`config.mk`:
```
export PLATFORM = sky130hd
export DESIGN_NAME = display_test_pattern_generator_top_flat
export DESIGN_NICKNAME = d
export VERILOG_FILES = /design/src/rtl/core/dtpg_pkg.sv /design/src/rtl/core/dtpg_ifs.sv /design/src/rtl/core/dtpg_cfg_regs.sv /design/src/rtl/core/dtpg_div_cell.sv /design/src/rtl/core/display_test_pattern_generator_top.sv /design/src/flat_wrapper.sv
export SDC_FILE = /design/constraint.sdc
export NUM_CORES = 1
export LEC_CHECK = 0
export BUFFER_PORTS_ARGS = -buffer_cell sky130_fd_sc_hd__buf_2
export CELL_PAD_IN_SITES_DETAIL_PLACEMENT = 1
export CELL_PAD_IN_SITES_GLOBAL_PLACEMENT = 1
export CORE_MARGIN = 10
export CORE_UTILIZATION = 54
export DETAILED_ROUTE_END_ITERATION = 10
export PLACE_DENSITY = 0.92
export SETUP_SLACK_MARGIN = 0.05
export SYNTH_ARGS = -nofsm -noshare
export SYNTH_HDL_FRONTEND = slang
export SYNTH_HIERARCHICAL = 1
export SYNTH_SLANG_ARGS = --single-unit
```
`constraint.sdc`:
```
create_clock -name clk -period 10.58 [get_ports clk]
set_clock_uncertainty 0.2 [all_clocks]
set_input_delay 0.529 -clock clk [delete_from_list [all_inputs] [get_ports clk]]
set_output_delay 0.529 -clock clk [all_outputs]
set_load 0.01 [all_outputs]
```
`src/rtl/core/dtpg_pkg.sv`:
```
// ----------------------------------------------------------------------------
// dtpg_pkg
// Shared types, constants and helper functions of the test pattern generator.
// ----------------------------------------------------------------------------
package dtpg_pkg;

  localparam int COL_W      = 10;
  localparam int ROW_W      = 10;
  localparam int DIM_W      = 11;
  localparam int PIX_W      = 24;
  localparam int MODE_W     = 2;
  localparam int CFG_IDX_W  = 3;
  localparam int CFG_DATA_W = 24;
  localparam int MAX_DIM    = 1024;
  localparam int BAND_COUNT = 8;
  localparam int BAND_BITS  = $clog2(BAND_COUNT);
  localparam int BAND_H_W   = DIM_W - BAND_BITS;
  localparam int RAMP_BITS  = 8;
  localparam int REM_W      = COL_W + RAMP_BITS;
  localparam int DSH_W      = REM_W + 1;

  localparam logic [7:0]       CH_FULL     = 8'hFF;
  localparam logic [7:0]       CH_GREY     = 8'h77;
  localparam logic [PIX_W-1:0] RGB565_MASK = 24'h00FFDF;

  typedef enum logic [CFG_IDX_W-1:0] {
    CFG_PATTERN_MODE = 3'd0,
    CFG_PIXEL_FORMAT = 3'd1,
    CFG_FRAME_WIDTH  = 3'd2,
    CFG_FRAME_HEIGHT = 3'd3,
    CFG_SOLID_COLOR  = 3'd4
  } cfg_idx_t;

  typedef enum logic [MODE_W-1:0] {
    MODE_BARS  = 2'd0,
    MODE_GREY  = 2'd1,
    MODE_SOLID = 2'd2
  } mode_t;

  typedef enum logic {
    FMT_RGB565 = 1'b0,
    FMT_RGB888 = 1'b1
  } fmt_t;

  typedef struct packed {
    logic [MODE_W-1:0] mode;
    logic              fmt;
    logic [DIM_W-1:0]  width;
    logic [DIM_W-1:0]  height;
    logic [PIX_W-1:0]  solid;
  } dtpg_cfg_t;

  typedef struct packed {
    logic [MODE_W-1:0]    mode;
    logic                 cov;
    logic [ROW_W-1:0]     row;
    logic [ROW_W-1:0]     brem;
    logic [BAND_BITS-1:0] band;
    logic [REM_W-1:0]     rem255;
    logic [REM_W-1:0]     rem119;
    logic [RAMP_BITS-1:0] q255;
    logic [RAMP_BITS-1:0] q119;
  } dtpg_pipe_t;

  function automatic logic [PIX_W-1:0] band_color(input logic [BAND_BITS-1:0] band);
    logic [PIX_W-1:0] c;
    unique case (band)
      3'd0:    c = 24'hFFFFFF;
      3'd1:    c = 24'h777777;
      3'd2:    c = 24'hFF0000;
      3'd3:    c = 24'h00FF00;
      3'd4:    c = 24'h0000FF;
      3'd5:    c = 24'h00FFFF;
      3'd6:    c = 24'hFF00FF;
      default: c = 24'hFFFF00;
    endcase
    return c;
  endfunction

  function automatic logic [7:0] ramp_chan(input logic [7:0] base,
                                           input logic [RAMP_BITS-1:0] q255,
                                           input logic [RAMP_BITS-1:0] q119);
    logic [7:0] v;
    if (base == CH_FULL) begin
      v = q255;
    end else if (base == CH_GREY) begin
      v = q119;
    end else begin
      v = 8'd0;
    end
    return v;
  endfunction

  function automatic logic [PIX_W-1:0] pack_color(input logic fmt,
                                                  input logic [PIX_W-1:0] rgb);
    logic [PIX_W-1:0] p;
    if (fmt == FMT_RGB565) begin
      p = {8'd0, rgb[23:19], rgb[15:10], rgb[7:3]};
    end else begin
      p = rgb;
    end
    return p;
  endfunction

endpackage

```
`src/rtl/core/dtpg_ifs.sv`:
```
// ----------------------------------------------------------------------------
// dtpg channel interfaces
// Valid/ready channels for coordinate items, pixel items and register writes.
// ----------------------------------------------------------------------------
interface dtpg_in_if import dtpg_pkg::*; ();
  logic             valid;
  logic             ready;
  logic [COL_W-1:0] column;
  logic [ROW_W-1:0] row;

  modport source (output valid, output column, output row, input ready);
  modport sink (input valid, input column, input row, output ready);
endinterface

interface dtpg_out_if import dtpg_pkg::*; ();
  logic             valid;
  logic             ready;
  logic [PIX_W-1:0] pixel_value;
  logic             covered;

  modport source (output valid, output pixel_value, output covered, input ready);
  modport sink (input valid, input pixel_value, input covered, output ready);
endinterface

interface dtpg_cfg_if import dtpg_pkg::*; ();
  logic                  valid;
  logic                  ready;
  logic [CFG_IDX_W-1:0]  index;
  logic [CFG_DATA_W-1:0] data;

  modport source (output valid, output index, output data, input ready);
  modport sink (input valid, input index, input data, output ready);
endinterface

```
`src/rtl/core/dtpg_cfg_regs.sv`:
```
// ----------------------------------------------------------------------------
// dtpg_cfg_regs
// Configuration register file written through the register write channel.
// ----------------------------------------------------------------------------
module dtpg_cfg_regs import dtpg_pkg::*; (
  input  logic            clk,
  input  logic            rst_n,
  dtpg_cfg_if.sink        cfg_wr,
  output dtpg_cfg_t       cfg
);

  dtpg_cfg_t cfg_r, cfg_nxt;

  assign cfg_wr.ready = 1'b1;
  assign cfg          = cfg_r;

  always_comb begin
    cfg_nxt = cfg_r;
    if (cfg_wr.valid) begin
      unique case (cfg_wr.index)
        CFG_PATTERN_MODE: cfg_nxt.mode   = cfg_wr.data[MODE_W-1:0];
        CFG_PIXEL_FORMAT: cfg_nxt.fmt    = cfg_wr.data[0];
        CFG_FRAME_WIDTH:  cfg_nxt.width  = cfg_wr.data[DIM_W-1:0];
        CFG_FRAME_HEIGHT: cfg_nxt.height = cfg_wr.data[DIM_W-1:0];
        CFG_SOLID_COLOR:  cfg_nxt.solid  = cfg_wr.data[PIX_W-1:0];
        default: ;
      endcase
    end
  end

  always_ff @(posedge clk) begin
    if (!rst_n) begin
      cfg_r.mode   <= MODE_BARS;
      cfg_r.fmt    <= FMT_RGB565;
      cfg_r.width  <= DIM_W'(MAX_DIM);
      cfg_r.height <= DIM_W'(MAX_DIM);
      cfg_r.solid  <= '0;
    end else begin
      cfg_r <= cfg_nxt;
    end
  end

endmodule

```
`src/rtl/core/dtpg_div_cell.sv`:
```
// ----------------------------------------------------------------------------
// dtpg_div_cell
// One restoring divider cell: resolves quotient bit BIT of both ramps and,
// in the low cells, one bit of the band index, then hands the item on.
// ----------------------------------------------------------------------------
module dtpg_div_cell import dtpg_pkg::*; #(
  parameter int BIT = 0
) (
  input  logic                clk,
  input  logic                rst_n,
  input  logic                up_valid,
  output logic                up_ready,
  input  dtpg_pipe_t          up_data,
  output logic                dn_valid,
  input  logic                dn_ready,
  output dtpg_pipe_t          dn_data,
  input  logic [DIM_W-1:0]    width,
  input  logic [BAND_H_W-1:0] band_h
);

  localparam int BB = BIT % BAND_BITS;

  logic             valid_r, valid_nxt;
  dtpg_pipe_t       data_r, data_nxt;
  logic [DSH_W-1:0] dsh;
  logic [DIM_W-1:0] bsh;

  assign dsh      = DSH_W'(width) << BIT;
  assign bsh      = DIM_W'(band_h) << BB;
  assign up_ready = !valid_r || dn_ready;
  assign dn_valid = valid_r;
  assign dn_data  = data_r;

  always_comb begin
    data_nxt = up_data;
    if ({1'b0, up_data.rem255} >= dsh) begin
      data_nxt.rem255    = REM_W'({1'b0, up_data.rem255} - dsh);
      data_nxt.q255[BIT] = 1'b1;
    end
    if ({1'b0, up_data.rem119} >= dsh) begin
      data_nxt.rem119    = REM_W'({1'b0, up_data.rem119} - dsh);
      data_nxt.q119[BIT] = 1'b1;
    end
    if (BIT < BAND_BITS) begin
      if ({1'b0, up_data.brem} >= bsh) begin
        data_nxt.brem     = ROW_W'({1'b0, up_data.brem} - bsh);
        data_nxt.band[BB] = 1'b1;
      end
    end
  end

  assign valid_nxt = up_ready ? up_valid : valid_r;

  always_ff @(posedge clk) begin
    if (!rst_n) begin
      valid_r <= 1'b0;
    end else begin
      valid_r <= valid_nxt;
    end
  end

  always_ff @(posedge clk) begin
    if (up_valid && up_ready) begin
      data_r <= data_nxt;
    end
  end

endmodule

```
`src/rtl/core/display_test_pattern_generator_top.sv`:
```
// ----------------------------------------------------------------------------
// display_test_pattern_generator_top
// Turns a pixel coordinate into the packed pixel of the selected test pattern.
// ----------------------------------------------------------------------------
// Takes one coordinate item per clock while the output does not stall and
// returns its pixel through one entry register, a chain of eight divider
// cells that each resolve one bit of the horizontal ramp quotient (the low
// three also resolve the band index), and one output register that packs the
// colour. Every stage has its own valid bit, so stalls on the output only hold
// items that cannot move and empty stages keep filling. Registers are meant to
// be written while no item is in flight.
// ----------------------------------------------------------------------------
module display_test_pattern_generator_top import dtpg_pkg::*; (
  input  logic       clk,
  input  logic       rst_n,
  dtpg_in_if.sink    in_item,
  dtpg_out_if.source out_item,
  dtpg_cfg_if.sink   cfg_wr
);

  localparam int NSTG = RAMP_BITS + 1;

  dtpg_cfg_t            cfg;
  logic [DIM_W-1:0]     w, h;
  logic [BAND_H_W-1:0]  band_h;
  logic                 in_frame, bars_ok, cov;
  dtpg_pipe_t           entry_nxt;

  logic                 c_valid [NSTG];
  logic                 c_ready [NSTG];
  dtpg_pipe_t           c_data  [NSTG];

  logic                 entry_valid_r, entry_valid_nxt;
  dtpg_pipe_t           entry_r;

  logic                 out_valid_r, out_valid_nxt;
  logic [PIX_W-1:0]     out_pixel_r, out_pixel_nxt;
  logic                 out_cov_r, out_cov_nxt;
  logic                 out_load;
  logic [PIX_W-1:0]     bar_base, rgb;
  dtpg_pipe_t           last;

  dtpg_cfg_regs u_cfg_regs (
    .clk    (clk),
    .rst_n  (rst_n),
    .cfg_wr (cfg_wr),
    .cfg    (cfg)
  );

  // entry stage
  assign w      = (cfg.width > DIM_W'(MAX_DIM)) ? DIM_W'(MAX_DIM) : cfg.width;
  assign h      = (cfg.height > DIM_W'(MAX_DIM)) ? DIM_W'(MAX_DIM) : cfg.height;
  assign band_h = h[DIM_W-1:BAND_BITS];

  assign in_frame = (w != '0) && ({1'b0, in_item.column} < w) && ({1'b0, in_item.row} < h);
  assign bars_ok  = (band_h != '0) && ({1'b0, in_item.row} < {band_h, {BAND_BITS{1'b0}}});

  always_comb begin
    unique case (cfg.mode)
      MODE_BARS:  cov = in_frame && bars_ok;
      MODE_GREY:  cov = in_frame;
      MODE_SOLID: cov = in_frame;
      default:    cov = 1'b0;
    endcase
  end

  always_comb begin
    entry_nxt.mode   = cfg.mode;
    entry_nxt.cov    = cov;
    entry_nxt.row    = in_item.row;
    entry_nxt.brem   = in_item.row;
    entry_nxt.band   = '0;
    entry_nxt.rem255 = (REM_W'(in_item.column) << RAMP_BITS) - REM_W'(in_item.column);
    entry_nxt.rem119 = (REM_W'(in_item.column) << 7) - (REM_W'(in_item.column) << 3)
                       - REM_W'(in_item.column);
    entry_nxt.q255   = '0;
    entry_nxt.q119   = '0;
  end

  assign in_item.ready   = !entry_valid_r || c_ready[0];
  assign entry_valid_nxt = in_item.ready ? in_item.valid : entry_valid_r;

  always_ff @(posedge clk) begin
    if (!rst_n) begin
      entry_valid_r <= 1'b0;
    end else begin
      entry_valid_r <= entry_valid_nxt;
    end
  end

  always_ff @(posedge clk) begin
    if (in_item.valid && in_item.ready) begin
      entry_r <= entry_nxt;
    end
  end

  assign c_valid[0] = entry_valid_r;
  assign c_data[0]  = entry_r;

  // divider cell chain, quotient msb first
  for (genvar i = 0; i < RAMP_BITS; i++) begin : g_cell
    dtpg_div_cell #(
      .BIT (RAMP_BITS - 1 - i)
    ) u_cell (
      .clk      (clk),
      .rst_n    (rst_n),
      .up_valid (c_valid[i]),
      .up_ready (c_ready[i]),
      .up_data  (c_data[i]),
      .dn_valid (c_valid[i+1]),
      .dn_ready (c_ready[i+1]),
      .dn_data  (c_data[i+1]),
      .width    (w),
      .band_h   (band_h)
    );
  end

  // output stage
  assign last     = c_data[NSTG-1];
  assign bar_base = band_color(last.band);

  always_comb begin
    unique case (last.mode)
      MODE_BARS:  rgb = {ramp_chan(bar_base[23:16], last.q255, last.q119),
                         ramp_chan(bar_base[15:8], last.q255, last.q119),
                         ramp_chan(bar_base[7:0], last.q255, last.q119)};
      MODE_GREY:  rgb = {last.row[7:0], last.row[7:0], last.row[7:0]};
      MODE_SOLID: rgb = cfg.solid;
      default:    rgb = '0;
    endcase
  end

  always_comb begin
    out_pixel_nxt = pack_color(cfg.fmt, rgb);
    if (last.mode == MODE_BARS && cfg.fmt == FMT_RGB565) begin
      out_pixel_nxt = out_pixel_nxt & RGB565_MASK;
    end
    if (!last.cov) begin
      out_pixel_nxt = '0;
    end
    out_cov_nxt = last.cov;
  end

  assign c_ready[NSTG-1] = !out_valid_r || out_item.ready;
  assign out_load        = c_valid[NSTG-1] && c_ready[NSTG-1];
  assign out_valid_nxt   = c_ready[NSTG-1] ? c_valid[NSTG-1] : out_valid_r;

  always_ff @(posedge clk) begin
    if (!rst_n) begin
      out_valid_r <= 1'b0;
    end else begin
      out_valid_r <= out_valid_nxt;
    end
  end

  always_ff @(posedge clk) begin
    if (out_load) begin
      out_pixel_r <= out_pixel_nxt;
      out_cov_r   <= out_cov_nxt;
    end
  end

  assign out_item.valid       = out_valid_r;
  assign out_item.pixel_value = out_pixel_r;
  assign out_item.covered     = out_cov_r;

endmodule

```
`src/flat_wrapper.sv`:
```
// flat-port wrapper written by rule: the top's interface ports become plain ports
module display_test_pattern_generator_top_flat import dtpg_pkg::*;
  (clk, rst_n, in_item_valid, in_item_column, in_item_row, in_item_ready, out_item_valid, out_item_pixel_value, out_item_covered, out_item_ready, cfg_wr_valid, cfg_wr_index, cfg_wr_data, cfg_wr_ready);
  dtpg_in_if in_item_i ();
  dtpg_out_if out_item_i ();
  dtpg_cfg_if cfg_wr_i ();
  input  logic clk;
  input  logic rst_n;
  input wire logic [$bits(in_item_i.valid)-1:0] in_item_valid;
  input wire logic [$bits(in_item_i.column)-1:0] in_item_column;
  input wire logic [$bits(in_item_i.row)-1:0] in_item_row;
  output wire logic [$bits(in_item_i.ready)-1:0] in_item_ready;
  output wire logic [$bits(out_item_i.valid)-1:0] out_item_valid;
  output wire logic [$bits(out_item_i.pixel_value)-1:0] out_item_pixel_value;
  output wire logic [$bits(out_item_i.covered)-1:0] out_item_covered;
  input wire logic [$bits(out_item_i.ready)-1:0] out_item_ready;
  input wire logic [$bits(cfg_wr_i.valid)-1:0] cfg_wr_valid;
  input wire logic [$bits(cfg_wr_i.index)-1:0] cfg_wr_index;
  input wire logic [$bits(cfg_wr_i.data)-1:0] cfg_wr_data;
  output wire logic [$bits(cfg_wr_i.ready)-1:0] cfg_wr_ready;
  assign in_item_i.valid = in_item_valid;
  assign in_item_i.column = in_item_column;
  assign in_item_i.row = in_item_row;
  assign in_item_ready = in_item_i.ready;
  assign out_item_valid = out_item_i.valid;
  assign out_item_pixel_value = out_item_i.pixel_value;
  assign out_item_covered = out_item_i.covered;
  assign out_item_i.ready = out_item_ready;
  assign cfg_wr_i.valid = cfg_wr_valid;
  assign cfg_wr_i.index = cfg_wr_index;
  assign cfg_wr_i.data = cfg_wr_data;
  assign cfg_wr_ready = cfg_wr_i.ready;
  display_test_pattern_generator_top u_core (.clk(clk), .rst_n(rst_n), .in_item(in_item_i), .out_item(out_item_i), .cfg_wr(cfg_wr_i));
endmodule
```
==> impl_metrics.ini, run 1 <==
[run]
max_cap_violations = 0

[detailed_routing]
m1WireLength_mm = 42.5
vias_per_cell = 6.38
wl_met2_mm = 57.4
wire_per_inst_um = 27.6
ant_nets = 0
met3_length_mm = 7.46
dr.max_layer_used = met5
drtIter0Drc = 2295
dr.pass1.iters = 6
routed_wl_mm = 115
post-route-drc-count = 0
vias = 26456

[floorplan]
core_area_um2 = 67500
dieArea_um2 = 79400
fp.dieW_um = 282
rows = 95
die_h_um = 282
start_util_pct = 54.8
io_pins = 80

[cells_and_area]
regArea_um2 = 20200
area_growth_pct = 10.5
final_common_cell = edfxtp_1
drive_above_1_share_pct = 10.7
nFillCells = 6830
final_cell_mix = 633 x edfxtp_1, 245 x ha_1, 236 x inv_1
fin_nets = 3534
multiInputGateArea_um2 = 15500
fin_area_um2 = 40900

[worst_setup_path]
slowest_stage = o41ai_1
crit_path_end = u_core/g_cell[5].u_cell/dn_data[64]$_DFFE_PP_
end_kind = register
crit_start = u_core/u_cfg_regs/cfg[27]$_SDFFE_PN0P_
path_cells = nor3_1 -> nand2_1 -> o41ai_1 -> nand2_1 -> inv_1 -> inv_1 -> ha_1 -> o21ai_0 -> a21oi_1 -> o41ai_1 -> a211oi_1 -> a311o_1
timing.rr.end = u_core/g_cell[5].u_cell/dn_data[64]$_DFFE_PP_
arrival_ns = 5.19
start_kind = register
crit_path_max_fanout = 4
max_stage_delay_ns = 0.71
r2r_slack_ns = 5.56
reg2reg_from = u_core/u_cfg_regs/cfg[27]$_SDFFE_PN0P_
rr_worst_depth = 12
cp.required_ns = 10.75
crit_type = register to register

[timing]
setup_viol = 0
rsz0062_at_grt = no
worst_pin_slew_ns = 1.23
finalHoldViolCount = 0
fin_crit_sh_pct = 47.5
tns_ns = 0
relSlewSlack_pct = 17.9
drv_slew = 0
max_clock_freq_mhz = 199
min_period_ns = 5.02

[placed_design]
globalplace.congestion = 0.950
port_buffers = 78
dp_hpwl_mm = 80.3
placed_area_um2 = 38200

[global_route]
grt_pass1_vias = 28354
antenna_found_initial = 7
overflow = 0
grt_use_total_pct = 28.5
grt_pass1_wl_mm = 173
grt_max_degree = 85

[power_and_ir_drop]
pwr-share-seq_pct = 48.5
power_mw = 6.40
share_comb_of_total_power_pct = 9.3
leakagePower_nw = 14.8
power-per-cell-area_nw_per_um2 = 156
pwr-share-clk_pct = 42.1
power.share.switching_pct = 24.2
p_int_mw = 4.85
p_sw_mw = 1.55
vdd_ir_drop_max_mv = 0.170

[clocking]
postCtsResizedCells = 0
cts_tree = built
clkTransAtPathRegs_ns = 0.07
cts_setup_buffers = 0
cts-root-buf = clkbuf_16
cts_made_buffers = 74
clock_sink_count = 692
clk_latency_ns = 0.63
ctsHoldBuffers = 22
cts.path.max_buffers = 3
htree_levels = 3

[yosys]
synthCells = 3092
syn_area_um2 = 37000
yosysWarnings = 6
synth_area_per_cell_um2 = 12.0

[worst_hold_path]
hp-class = primary input to register

[status]
status = finished, final reports clean
area by class of cell:
type,count,area share [%]
multi-input cells,2097,37.9
diodes,2,0.0122
flip-flops and latches,692,49.4
well taps,873,2.67
clock buffers,89,4.71
clock inverters,46,1.39
repair buffers,114,1.75
inverters,236,2.17
worst max-delay path: cells and delay by family, from the launching register on:
| family | cells | cell delay (ns) |
|---|---|---|
| adders and majority gates | 1 | 0.39 |
| AOI/OAI and AO/OA | 6 | 2.35 |
| DFF | 1 | 0.35 |
| and+or+nand+nor | 3 | 1.07 |
| buffers and inverters | 2 | 0.38 |
how the worst min path moves through the flow:
stage,from,endpoint,depth (start not counted)
6_report,cfg_wr_data[11],u_core/u_cfg_regs/cfg[11]$_SDFFE_PN0P_,3
5_1_grt,cfg_wr_data[11],u_core/u_cfg_regs/cfg[11]$_SDFFE_PN0P_,3
4_1_cts,in_item_valid,u_core/entry_valid_r$_SDFFE_PN0N_,3
3_5_place_dp,u_core/c_data[700]$_DFFE_PP_,u_core/g_cell[0].u_cell/dn_data[76]$_DFFE_PP_,0
3_3_place_gp,u_core/g_cell[0].u_cell/dn_data[52]$_DFFE_PP_,u_core/g_cell[1].u_cell/dn_data[52]$_DFFE_PP_,0
2_1_floorplan,u_core/c_data[687]$_DFFE_PP_,u_core/g_cell[0].u_cell/dn_data[63]$_DFFE_PP_,0
state kept, by name, summed over array words and instances, names as in the netlist:
| register | count |
|---|---|
| u_core/g_cell.u_cell/dn_valid | 8 |
| u_core/entry_valid_r | 1 |
| u_core/out_item.valid | 1 |
| u_core/u_cfg_regs/cfg | 49 |
| u_core/g_cell.u_cell/dn_data | 562 |
| u_core/c_data | 46 |
| u_core/out_item.pixel_value | 24 |
| u_core/out_item.covered | 1 |
through the flow:
stage | util [%] | setup slack (ns) | hold WS, ns | std cells
2_1_floorplan | - | 6.61 | 0.200 | 3110
4_1_cts | 60.6 | 5.99 | 0.0201 | 4147
6_report | 60.6 | 5.56 | 0.0121 | 4149
5_1_grt | 60.6 | 5.80 | 0.0172 | 4148
3_3_place_gp | 56.6 | 6.43 | 0.200 | 3990
3_5_place_dp | 56.6 | 6.24 | 0.206 | 3990
metal layers:
layer / track usage [%] / vias to the layer above
met5: 0 / -
met4: 15.9 / 10
met3: 4.98 / 395
met2: 50.0 / 1163
met1: 32.7 / 13196
li1: - / 11692
power by group through the flow:
| stage | logic (mW) | clock network (mW) | registers (mW) |
|---|---|---|---|
| after floorplan | 0.408 | 0 | 3.13 |
| after global placement | 0.516 | 0 | 3.16 |
| after detailed placement | 0.553 | 0 | 3.16 |
| after CTS | 0.580 | 2.70 | 3.11 |
| after global routing | 0.641 | 2.83 | 3.11 |
| final | 0.597 | 2.70 | 3.11 |
Power figures use the tool's default switching activity.
==> run 2: changes to the inputs <==
--- a/config.mk
+++ b/config.mk
@@ -9,9 +9,9 @@
 export CELL_PAD_IN_SITES_DETAIL_PLACEMENT = 1
 export CELL_PAD_IN_SITES_GLOBAL_PLACEMENT = 1
 export CORE_MARGIN = 10
-export CORE_UTILIZATION = 54
+export CORE_UTILIZATION = 48
 export DETAILED_ROUTE_END_ITERATION = 10
-export PLACE_DENSITY = 0.92
+export PLACE_DENSITY = 0.87
 export SETUP_SLACK_MARGIN = 0.05
 export SYNTH_ARGS = -nofsm -noshare
 export SYNTH_HDL_FRONTEND = slang
==> constraint.sdc (replaced) <==
create_clock -name clk -period 4.55 [get_ports clk]
set_clock_uncertainty 0.2 [all_clocks]
set_input_delay 0.2275 -clock clk [delete_from_list [all_inputs] [get_ports clk]]
set_output_delay 0.2275 -clock clk [all_outputs]
set_load 0.01 [all_outputs]
==> run 2 against run 1 <==
Routed wire length grew 3.7%. Via count grew 2.2%. Clock power grew 120%. First-iteration DRC count grew 11%. Worst setup slack lost 5.4 ns. Core utilization shrank 6.3 points. Clock-buffer cell count grew 8. Sequential share of layout area shrank 0.58 points. Total power grew 130%. Worst hold slack gained 0.024 ns. Critical path type unchanged. Largest cell class unchanged. Highest routed layer unchanged.
==> impl_metrics.ini, run 2 (same netlist as run 1, synthesis figures left out) <==
[power_and_ir_drop]
power-per-cell-area_nw_per_um2 = 352
vdd_ir_drop_max_mv = 0.360
leakagePower_nw = 14.9

[timing]
fin_crit_sh_pct = 95.7
finalHoldViolCount = 0
worst_pin_slew_ns = 1.23
rsz0062_at_grt = no
relSlewSlack_pct = 18.3
min_period_ns = 4.36
tns_ns = 0
drv_slew = 0
holdWs_ns = 0.0361
max_clock_freq_mhz = 230
setup_viol = 0

[clocking]
clk_latency_ns = 0.64
cts_made_buffers = 72
cts-root-buf = clkbuf_16
cts_setup_buffers = 0
clock_sink_count = 692
cts.path.max_buffers = 3
htree_levels = 3
cts_tree = built
clkTransAtPathRegs_ns = 0.07

[worst_setup_path]
cp.required_ns = 4.73
start_kind = register
arrival_ns = 4.54
path_cells = nor4_1 -> nand2_1 -> o41ai_1 -> nand2_1 -> inv_1 -> inv_1 -> ha_1 -> a21o_1 -> nand2_1 -> nand3b_1 -> o211ai_1 -> nand2_1 -> mux2_2
end_kind = register
crit_type = register to register
crit_path_max_fanout = 9
slowest_stage = o41ai_1
r2r_slack_ns = 0.19
max_stage_delay_ns = 0.53
cpMostUsedCell = nand2_1

[placed_design]
placed_area_um2 = 38600
port_buffers = 78
globalplace.congestion = 0.891
dp_hpwl_mm = 76.1

[cells_and_area]
final_cell_mix = 633 x edfxtp_1, 245 x ha_1, 236 x inv_1
fin_nets = 3587
fin_area_um2 = 41400
final_common_cell = edfxtp_1
area_growth_pct = 11.9
nFillCells = 7830
drive_above_1_share_pct = 11.0
largest_reg_flops = 562

[global_route]
antenna_found_initial = 4
grt_pass1_vias = 28935
grt_pass1_wl_mm = 178
grt_use_total_pct = 25.9
overflow = 0
grt_max_degree = 77

[worst_hold_path]
hp-class = primary input to register

[detailed_routing]
vias = 27043
routed_wl_mm = 119
wire_per_inst_um = 27.3
ant_nets = 0
drtIter0Drc = 2550
post-route-drc-count = 0
dr.pass1.iters = 6
vias_per_cell = 6.21

[run]
max_cap_violations = 0

[floorplan]
io_pins = 80
start_util_pct = 48.6
die_h_um = 298
fp.dieW_um = 298
core_area_um2 = 76200
dieArea_um2 = 88600
rows = 101

[status]
status = finished, final reports clean
## run 2: final timing paths
path / end / depth (start not counted) / start
worst max-delay path: u_core/g_cell[6].u_cell/dn_data[62]$_DFFE_PP_ / 13 / u_core/u_cfg_regs/cfg[31]$_SDFFE_PN0P_
worst min-delay path: u_core/c_data[665]$_DFFE_PP_ / 4 / in_item_column[5]
worst max register to register: u_core/g_cell[6].u_cell/dn_data[62]$_DFFE_PP_ / 13 / u_core/u_cfg_regs/cfg[31]$_SDFFE_PN0P_
worst min register to register: u_core/g_cell[3].u_cell/dn_data[58]$_DFFE_PP_ / 0 / u_core/g_cell[2].u_cell/dn_data[58]$_DFFE_PP_
## run 2: what timing repair did
action	4_1_cts	5_1_grt
resized for setup	0	1
hold buffers	56	0
endpoints found under the setup margin	0	8
hold endpoints to repair	86	0
## run 2: layer usage
layer | vias to the layer above | share of wire (%) | GRT usage (%)
li1 | 11768 | - | -
met1 | 13394 | 37 | 29.8
met2 | 1418 | 49 | 44.9
met3 | 461 | 7.0 | 4.13
met4 | 2 | 6.7 | 15.7
met5 | - | 0.012 | 0
## run 2: layout make-up
class	instances	area (um^2)	area share, %
flip-flops and latches	692	20200	48.8
multi-input cells	2097	15500	37.5
clock buffers	97	1960	4.73
well taps	1030	1290	3.11
repair buffers	169	1240	2.99
inverters	236	886	2.14
clock inverters	31	307	0.740
diodes	2	5.00	0.0121
## run 2: stage by stage
stage / total power, mW / util [%] / std cells / setup WS (ns)
CTS: 14.4 / 54.3 / 4352 / 0.383
detailed placement: 8.60 / 50.6 / 4168 / 0.462
global placement: 8.52 / 50.6 / 4168 / 0.649
floorplan: 8.23 / - / 3110 / 0.794
finish: 14.6 / 54.3 / 4354 / 0.194
global route: 15.0 / 54.3 / 4354 / 0.120
## run 2: power breakdown
group	total, mW	internal, mW	switching, mW
Sequential	7.22	7.10	0.123
Clock	5.92	3.18	2.74
Combinational	1.41	0.577	0.835
Total	14.6	10.9	3.70
## run 2: critical path, delay by kind of cell, from the launching register on
family	cells	cell delay (ns)
adders and majority gates	1	0.37
buffers and inverters	2	0.25
AOI/OAI and AO/OA	3	1.02
DFF	1	0.35
and+or+nand+nor	6	1.44
muxes	1	0.45
